===== src/hw/rtl/mtc_pkg.sv =====
// Shared types, codes and helpers of the map tile cache.
`default_nettype none
package mtc_pkg;

  localparam int MaxTilesDefault = 65536;
  localparam int MaxHeldDefault  = 1024;
  localparam int TileNumW        = 16;

  // Stored two-bit tile status codes.
  localparam logic [1:0] ST_EMPTY   = 2'd0;
  localparam logic [1:0] ST_GOOD    = 2'd1;
  localparam logic [1:0] ST_WRITING = 2'd2;
  localparam logic [1:0] ST_BAD     = 2'd3;

  // Reported status codes.
  localparam logic [2:0] RPT_OFF     = 3'd0;
  localparam logic [2:0] RPT_EMPTY   = 3'd1;
  localparam logic [2:0] RPT_WRITING = 3'd2;
  localparam logic [2:0] RPT_GOOD    = 3'd3;
  localparam logic [2:0] RPT_BAD     = 3'd4;

  typedef enum logic [1:0] {
    OP_QUERY = 2'd0,
    OP_WRITE = 2'd1,
    OP_MARK  = 2'd2,
    OP_CLEAR = 2'd3
  } opcode_e;

  typedef enum logic [2:0] {
    CFG_ORIGIN_WEST   = 3'd0,
    CFG_ORIGIN_NORTH  = 3'd1,
    CFG_TILE_WIDTH    = 3'd2,
    CFG_TILE_HEIGHT   = 3'd3,
    CFG_TILES_ACROSS  = 3'd4,
    CFG_TILES_DOWN    = 3'd5,
    CFG_WINDOW_RADIUS = 3'd6,
    CFG_STORE_LIMIT   = 3'd7
  } cfg_idx_e;

  typedef enum logic [1:0] {
    CELL_HOLD,
    CELL_ROT,
    CELL_DROP,
    CELL_APP
  } cell_op_e;

  typedef struct packed {
    cell_op_e              op;
    logic [TileNumW-1:0]   tile;
  } cell_ctrl_t;

  function automatic logic [2:0] report(input logic [1:0] st);
    logic [2:0] r;
    case (st)
      ST_EMPTY:   r = RPT_EMPTY;
      ST_WRITING: r = RPT_WRITING;
      ST_GOOD:    r = RPT_GOOD;
      default:    r = RPT_BAD;
    endcase
    return r;
  endfunction

endpackage
`default_nettype wire


===== src/hw/rtl/mtc_cell.sv =====
// One entry of the oldest-first tile list; shifts toward the head on command.
`default_nettype none
module mtc_cell #(
  parameter int IDX = 0,
  parameter int CW  = 11
) (
  input  wire logic                              clk_i,
  input  wire mtc_pkg::cell_ctrl_t               ctrl_i,
  input  wire logic [CW-1:0]                     count_i,
  input  wire logic [mtc_pkg::TileNumW-1:0]      head_i,
  input  wire logic [mtc_pkg::TileNumW-1:0]      nbr_i,
  output logic [mtc_pkg::TileNumW-1:0]           tile_o
);
  import mtc_pkg::*;

  logic [TileNumW-1:0] tile_q, tile_d;
  logic                is_tail, is_free;

  assign is_tail = count_i == CW'(IDX + 1);
  assign is_free = count_i == CW'(IDX);

  always_comb begin
    tile_d = tile_q;
    case (ctrl_i.op)
      // Rotation sends the head entry round to the current tail slot.
      CELL_ROT:  tile_d = is_tail ? head_i : nbr_i;
      CELL_DROP: tile_d = nbr_i;
      CELL_APP:  if (is_free) tile_d = ctrl_i.tile;
      default:   tile_d = tile_q;
    endcase
  end

  always_ff @(posedge clk_i) begin
    tile_q <= tile_d;
  end

  assign tile_o = tile_q;
endmodule
`default_nettype wire


===== config.mk =====
export PLATFORM = sky130hd
export DESIGN_NAME = mtc_cell
export DESIGN_NICKNAME = d
export VERILOG_FILES = /design/src/hw/rtl/mtc_pkg.sv /design/src/hw/rtl/mtc_cell.sv
export SDC_FILE = /design/constraint.sdc
export NUM_CORES = 1
export LEC_CHECK = 0
export BUFFER_PORTS_ARGS = -buffer_cell sky130_fd_sc_hd__buf_2
export CORE_MARGIN = 5
export CORE_UTILIZATION = 38
export CTS_BUF_LIST = sky130_fd_sc_hd__clkbuf_16
export DETAILED_ROUTE_END_ITERATION = 10
export PLACE_DENSITY = 0.79
export SYNTH_ARGS = -nofsm -noshare
export SYNTH_HDL_FRONTEND = slang
export SYNTH_SLANG_ARGS = --single-unit

===== constraint.sdc =====
create_clock -name clk_i -period 2.38 [get_ports clk_i]
set_input_delay 0.357 -clock clk_i [delete_from_list [all_inputs] [get_ports clk_i]]
set_output_delay 0.357 -clock clk_i [all_outputs]
set_load 0.05 [all_outputs]

==> results.toml <==
[worst_hold_path]
hp-start = "nbr_i[3]"
hold_path_class = "in2reg"
holdPathEnd = "tile_o[3]"
hold_depth = 2

[outcome]
status = "finished clean"

[sta]
worst_pin_slew_ns = 0.582
period_minus_slack_ns = 1.77
fmax_mhz = 566
finalSetupViolations = 0
finalCritPeriodShare_pct = 74.3
finalMaxSlewViolations = 0
setup_tns_ns = 0
maxSlewHeadroom_pct = 61.2
rsz0062_at_grt = "no"
setup_ws_ns = 0.613
hold_viol_final = 0
hold_slack_ns = 0.409

[clock_network]
cts_root_buffer = "clkbuf_16"
cts_hold_buf = 0
h-tree-depth = 1
cts.clk_slew.worst_paths_ns = 0.05
clk_path_buf_depth = 2
cts-resized-gates = 0
clock_sinks = 16
cts_buffers = 3
cts_setup_buffers = 0
cts_tree = "yes"

[worst_setup_path]
cp-end-kind = "flop"
worst_ep_required_time_ns = 2.36
startpoint = "ctrl_i[16]"
crit_path_start_kind = "input pin"
crit_fanout = 16
worstSetupPathType = "in2reg"
arrival_ns = 1.75

[cells_and_area]
stdcell_area_um2 = 1430
final_common_cell = "buf_2"
drive_above_1_share_pct = 59.6
layout-area-overhead-vs-synth_pct = 52.0
n_fill_cell = 190
largest_reg_flops = 16
antenna_cells = 0
utilization_pct = 59.2
layout.nets = 211
final_cell_mix = "buf_2, and2_1, a221o_1, edfxtp_1, clkbuf_16"

[die]
core_area_um2 = 2410
die_y_um = 59.7
initial_core_util_pct = 38.9
rows = 18
die_area_um2 = 3560
top_level_ports = 78
die_w_um = 59.7

[detailed_routing]
drtIter0Drc = 46
dr.pass1.iters = 4
routed_wl_um = 2710
num_vias = 893
ant_nets = 0
route.detailed.drc = 0
avgRoutedWirePerCell_um = 15.4
viasPerCell = 5.07

[global_route]
first_global_vias = 830
grt_max_degree = 17
gr-total-overflow = 0
antenna_found_initial = 0
grt_pass1_wl_um = 3700
grtUsageTotal_pct = 14.1

[place]
gp_congestion = 0.803
dp_hpwl_um = 2120
io_buffers = 77
place_area_um2 = 1350
dp_slack_ns = 0.364

[synth]
syn_inst = 68
yosysWarnings = 0
avgSynthCellArea_um2 = 13.8
seq_area_frac_synth_pct = 51.2
ys_seq_elements = 16
synth_fp_nets = 132
synth_area_um2 = 938
ys_types = 18

[power]
pwr_density_cell_nw_per_um2 = 694
ir_drop_uv = 428
p_leak_nw = 0.652

[flow_run]
drv_cap = 0
-- worst max-delay path by stage --
stage | endpoint | slack [ns]
3_3_place_gp | tile_o[1] | 0.42
6_report | tile_o[9] | 0.61
4_1_cts | tile_o[9] | 0.62
2_1_floorplan | tile_o[0] | 0.35
3_5_place_dp | tile_o[12] | 0.36
5_1_grt | tile_o[9] | 0.47
-- cell usage after synthesis --
cell type | number | area share [%]
buf_6 | 1 | 1.2
nor2b_1 | 1 | 0.67
edfxtp_1 | 16 | 51
and2_1 | 16 | 11
a221o_1 | 16 | 17
nand4_1 | 1 | 0.67
buf_2 | 2 | 1.1
inv_1 | 1 | 0.40
clkbuf_1 | 2 | 0.80
and4_1 | 1 | 0.93
ha_1 | 2 | 2.7
nor4b_4 | 1 | 2.5
a41oi_4 | 1 | 2.9
nor4_1 | 1 | 0.67
nor4b_1 | 2 | 1.9
nor3_4 | 2 | 3.5
o21ai_1 | 1 | 0.53
nor2_2 | 1 | 0.67
-- final cells by class --
| class | instances | area (µm²) | share of cell area, % |
|---|---|---|---|
| timing repair buffer | 79 | 400 | 28.1 |
| sequential | 16 | 480 | 33.7 |
| clock inverter | 1 | 3.75 | 0.263 |
| inverter | 1 | 3.75 | 0.263 |
| multi-input combinational | 46 | 425 | 29.8 |
| tap | 30 | 37.5 | 2.63 |
| clock buffer | 3 | 75.1 | 5.26 |
-- report_power, final --
| group | internal [W] | switching (W) |
|---|---|---|
| clock network | 0.000223 | 0.000106 |
| registers | 0.000357 | 0.00000792 |
| logic | 0.0000941 | 0.000202 |
| total | 0.000674 | 0.000316 |
-- cell families after synthesis --
family / count (synthesis) / synth area share [%]
AND/OR/NAND/NOR: 26 / 22.1
AO/OA/AOI/OAI: 18 / 20.5
flip-flops: 16 / 51.2
buffers and inverters: 6 / 3.47
adder cells (fa/ha/maj): 2 / 2.67
-- stage by stage --
stage	std cells	power, W
after floorplan	68	0.000566
after global placement	172	0.000662
after detailed placement	172	0.000667
after CTS	176	0.000992
after global routing	176	0.00102
final	176	0.000990
-- per-layer routing --
layer	track usage (%)	share of wire, %	vias up
met4	5.06	0.30	0
li1	-	-	437
met3	4.97	13	2
met2	24.7	51	49
met5	0	0	-
met1	15.7	35	405
-- worst max-delay path, stage by stage --
cell     delay, ns
buf_2         0.09
inv_1         0.04
ha_1          0.24
nor4b_4       0.26
a41oi_4       0.30
a221o_1       0.46
(Power assumes the default switching activity.)
