===== src/hw/rtl/mtc_div.sv =====
// Restoring divider that produces one quotient bit per cycle.
`default_nettype none
module mtc_div #(
  parameter int NW = 24,
  parameter int DW = 16
) (
  input  wire logic          clk_i,
  input  wire logic          rst_ni,
  input  wire logic          start_i,
  input  wire logic [NW-1:0] num_i,
  input  wire logic [DW-1:0] den_i,
  output logic               done_o,
  output logic [NW-1:0]      quo_o,
  output logic [DW-1:0]      rem_o
);
  localparam int CntW = $clog2(NW + 1);

  logic [NW-1:0]   quo_q;
  logic [DW-1:0]   rem_q, den_q;
  logic [CntW-1:0] cnt_q;
  logic            run_q, done_q;
  logic [DW:0]     shifted, diff;
  logic            fits;

  assign shifted = {rem_q, quo_q[NW-1]};
  assign diff    = shifted - {1'b0, den_q};
  assign fits    = shifted >= {1'b0, den_q};

  always_ff @(posedge clk_i or negedge rst_ni) begin
    if (!rst_ni) begin
      run_q  <= 1'b0;
      done_q <= 1'b0;
      cnt_q  <= '0;
    end else begin
      done_q <= 1'b0;
      if (start_i) begin
        run_q <= 1'b1;
        cnt_q <= CntW'(NW);
      end else if (run_q) begin
        cnt_q <= cnt_q - 1'b1;
        if (cnt_q == CntW'(1)) begin
          run_q  <= 1'b0;
          done_q <= 1'b1;
        end
      end
    end
  end

  always_ff @(posedge clk_i) begin
    if (start_i) begin
      quo_q <= num_i;
      rem_q <= '0;
      den_q <= den_i;
    end else if (run_q) begin
      quo_q <= {quo_q[NW-2:0], fits};
      rem_q <= fits ? diff[DW-1:0] : shifted[DW-1:0];
    end
  end

  assign done_o = done_q;
  assign quo_o  = quo_q;
  assign rem_o  = rem_q;
endmodule
`default_nettype wire


===== config.mk =====
export PLATFORM = sky130hd
export DESIGN_NAME = mtc_div
export DESIGN_NICKNAME = d
export VERILOG_FILES = /design/src/hw/rtl/mtc_div.sv
export SDC_FILE = /design/constraint.sdc
export NUM_CORES = 1
export LEC_CHECK = 0
export BUFFER_PORTS_ARGS = -buffer_cell sky130_fd_sc_hd__clkbuf_2
export CAP_MARGIN = 40
export CORE_ASPECT_RATIO = 1.1
export CORE_MARGIN = 1
export CORE_UTILIZATION = 35
export DETAILED_ROUTE_END_ITERATION = 6
export MAX_ROUTING_LAYER = met4
export PLACE_DENSITY = 0.64
export SETUP_SLACK_MARGIN = 0.2
export SLEW_MARGIN = 15
export SYNTH_ARGS = -nofsm -noshare
export SYNTH_HDL_FRONTEND = slang
export SYNTH_SLANG_ARGS = --single-unit

===== constraint.sdc =====
create_clock -name clk_i -period 2.86 [get_ports clk_i]
set_input_delay 0.429 -clock clk_i [delete_from_list [all_inputs] [get_ports clk_i]]
set_output_delay 0.429 -clock clk_i [all_outputs]
set_load 0.005 [all_outputs]

==> run_results.csv <==
group,metric,value,unit
clock_network,ctsLongestPathBuffers,2,
synth,synthesis.instances,335,
clock_network,htree_levels,3,
setup_path,timing.critical_path.required,2.95,ns
sta,post-route-period-util,87.5,%
setup_path,criticalPathCategory,"reg -> reg",
synth,synth_top_flop_cell,"sky130_fd_sc_hd__edfxtp_1",
global_routing,grt_antenna_before_repair,0,
sta,finalMaxSlewViolations,0,
clock_network,cts_sinks,63,
global_routing,grt_pass1_wl,14200,um
placed_design,io_buffers,83,
final_layout,ratio_of_cells_with_drive_above_1_in_the_final_layout,34.7,%
final_layout,final.fill_count,959,
global_routing,pin_count_of_the_biggest_net_entering_global_routing,25,
setup_path,endpoint_kind,"register",
clock_network,numCtsBuffers,9,
placed_design,weighted_congestion_at_the_end_of_routability_driven_global_placement,0.873,
sta,setup_viol,0,
detailed_routing,drt_drc_violations_left,0,
die,initial_utilization,36.6,%
sta,rsz0062_at_grt,"false",
final_layout,n_antenna_cell,0,
setup_path,max_stage_delay,0.42,ns
setup_path,cp.buffers_inverters,0,
global_routing,grt_pass1_vias,2878,
setup_path,crit-reg2reg-launch,"rem_o[13]",
clock_network,post_cts_setup_repair_bufs,0,
setup_path,critPathTopFamily,"compound AO/OA/AOI/OAI gates",
min_path,hold_class,"in -> reg",
detailed_routing,drt-pass1-iter-count,4,
min_path,destination_of_the_worst_hold_path,"den_q[0]",
sta,layout_min_cycle_time,2.50,ns
setup_path,r2r_end,"quo_o[0]",
die,design.die.area,10800,um^2
setup_path,crit_fanout,14,
die,top_level_i_o_count,84,
detailed_routing,routed-via-count,2847,
die,core_area,9980,um^2
setup_path,critPathSlowestCell,"sky130_fd_sc_hd__ha_1",
power,total_power_density_per_cell_area,848,nW/um^2
sta,timing.fmax,399,MHz
synth,synth_area,3650,um^2
synth,yosysWarnings,0,
setup_path,cp.arrival,2.60,ns
setup_path,worstSetupStartpointType,"register",
min_path,timing.hold.worst.start,"den_i[0]",
sta,tns,0,ns
clock_network,insertion_delay,0.34,ns
final_layout,relative_area_change_from_synthesis_to_final_layout,20.6,%
sta,finalHoldViolCount,0,
detailed_routing,drt_wl_total,8820,um
sta,max_slew.worst_pin.slew,0.507,ns
min_path,hold_depth,1,
power,p_leak,0.00195,uW
global_routing,grt.overflow.total,0,
clock_network,cts_root_buf,"sky130_fd_sc_hd__clkbuf_8",
final_layout,layout_commonest_cell,"sky130_fd_sc_hd__clkbuf_2",
power,power.total,3730,uW
synth,synth_seq_area_share,46.5,%
synth,syn-mean-instance-area,10.9,um^2
clock_network,tritoncts_clock_tree,"yes",
global_routing,grt_use_total,17.7,%
power,vdd.ir_drop.worst,379,uV
final_layout,post_layout_nets,484,
setup_path,reg2reg_depth,6,
clock_network,cts.reportedPaths.clkPinSlew,0.07,ns
final_layout,multiInputGateArea,1760,um^2
synth,synth_cell_type_count,65,
synth,synth-edff-count,40,
setup_path,crit_chain,"ha_1 > a21o_1 > a211oi_2 > o41a_2 > nand2_1 > mux2_2",
detailed_routing,postRouteAntennaNets,0,
setup_path,crit_start,"rem_o[13]",
clock_network,post_cts_resized,0,
synth,ys_ff_latch,63,
synth,synth_nets,397,
final_layout,final_cell_mix,"sky130_fd_sc_hd__clkbuf_2 (83), sky130_fd_sc_hd__edfxtp_1 (40), sky130_fd_sc_hd__mux2_2 (24)",
final_layout,sequential_cell_area,1700,um^2
clock_network,cts_hold_buf,1,
sta,relSlewSlack,65.3,%
die,die_w,99.4,um
die,height_of_the_chip,109,um
run,drv_cap,0,
synth,synth-async-reset-ratio,11.1,%
die,row_count,38,
detailed_routing,avgRoutedWirePerCell,16.1,um
placed_design,dp_hpwl,6650,um
detailed_routing,drc_violation_total_after_the_first_tritonroute_iteration,178,
setup_path,worst-r2r-setup-slack,0.36,ns
run_status,run_status,"completed",
detailed_routing,routed_via_density,5.20,
sta,final.setup_skew,0.00772,ns
==> worst max-delay path by stage <==
stage	end	cells past startpoint
6_report	quo_o[0]	6
5_1_grt	quo_o[0]	7
4_1_cts	quo_o[0]	6
3_5_place_dp	quo_o[0]	7
3_3_place_gp	quo_o[0]	7
2_1_floorplan	quo_o[0]	7
==> stage by stage <==
step                std cells  hold WS (ns)  cell area, um^2  setup slack, ns  util (%)
finish                    547         0.256             4400            0.357      44.1
detailed placement        530         0.280             4200            0.393      42.1
floorplan                 335         0.133             3650            0.775         -
CTS                       547         0.241             4400            0.379      44.1
global route              547         0.237             4400            0.262      44.1
global placement          530         0.273             4200            0.515      42.1
==> worst register-to-register path, stage by stage, from the launching register on <==
cell                       delay, ns
sky130_fd_sc_hd__dfxtp_1        0.34
sky130_fd_sc_hd__ha_1           0.42
sky130_fd_sc_hd__a21o_1         0.27
sky130_fd_sc_hd__a211oi_2       0.35
sky130_fd_sc_hd__o41a_2         0.42
sky130_fd_sc_hd__nand2_1        0.16
sky130_fd_sc_hd__mux2_2         0.29
==> state kept, by name (all words and copies together), names as in the netlist <==
name    cells
cnt_q       5
den_q      16
done_o      1
quo_o      24
rem_o      16
run_q       1
==> metal layers <==
| metal | GRT usage (%) | share of wire (%) | vias to the layer above |
|---|---|---|---|
| met2 | 28.9 | 47 | 94 |
| met3 | 3.65 | 5.2 | 11 |
| met5 | - | 0 | - |
| met4 | 8.51 | 1.8 | 0 |
| li1 | - | - | 1426 |
| met1 | 20.9 | 46 | 1316 |
==> where the power goes <==
part / leakage [uW] / internal (uW) / switching, uW
sequential: 0.000623 / 1150 / 161
combinational: 0.00123 / 729 / 917
clock: 0.0000976 / 428 / 350
==> cell usage after synthesis, drive strengths merged (7+ instances only) <==
cell type  count  area share, %
a21oi         15            2.5
dfxtp         16            8.8
inv           23            2.4
clkbuf         7           0.72
ha            18            6.2
nand2         19            2.0
nand4          7            1.4
buf           13            2.2
mux2          24            7.4
o21ai         14            2.2
nand3          8            1.1
nor2          22            2.3
xnor2          9            2.2
dfrtp          7            4.8
edfxtp        40             33
a21o           9            1.9
nand2b         7            1.2
==> logic make-up after synthesis <==
logic type / Yosys count / share of synthesized area (%)
AO/OA/AOI/OAI: 84 / 18.0
multiplexers: 26 / 7.95
adder cells (fa/ha/maj): 19 / 6.72
flip-flops: 63 / 46.5
AND/OR/NAND/NOR: 85 / 12.0
buffers and inverters: 43 / 5.31
XOR/XNOR: 15 / 3.60
==> layout make-up <==
cell class | count | share of cell area [%]
clock buffer | 13 | 3.38
inverter | 23 | 1.96
timing repair buffer | 96 | 11.7
multi-input combinational | 229 | 40.0
sequential | 63 | 38.5
clock inverter | 3 | 0.995
tap | 120 | 3.41
(Power assumes the default switching activity.)
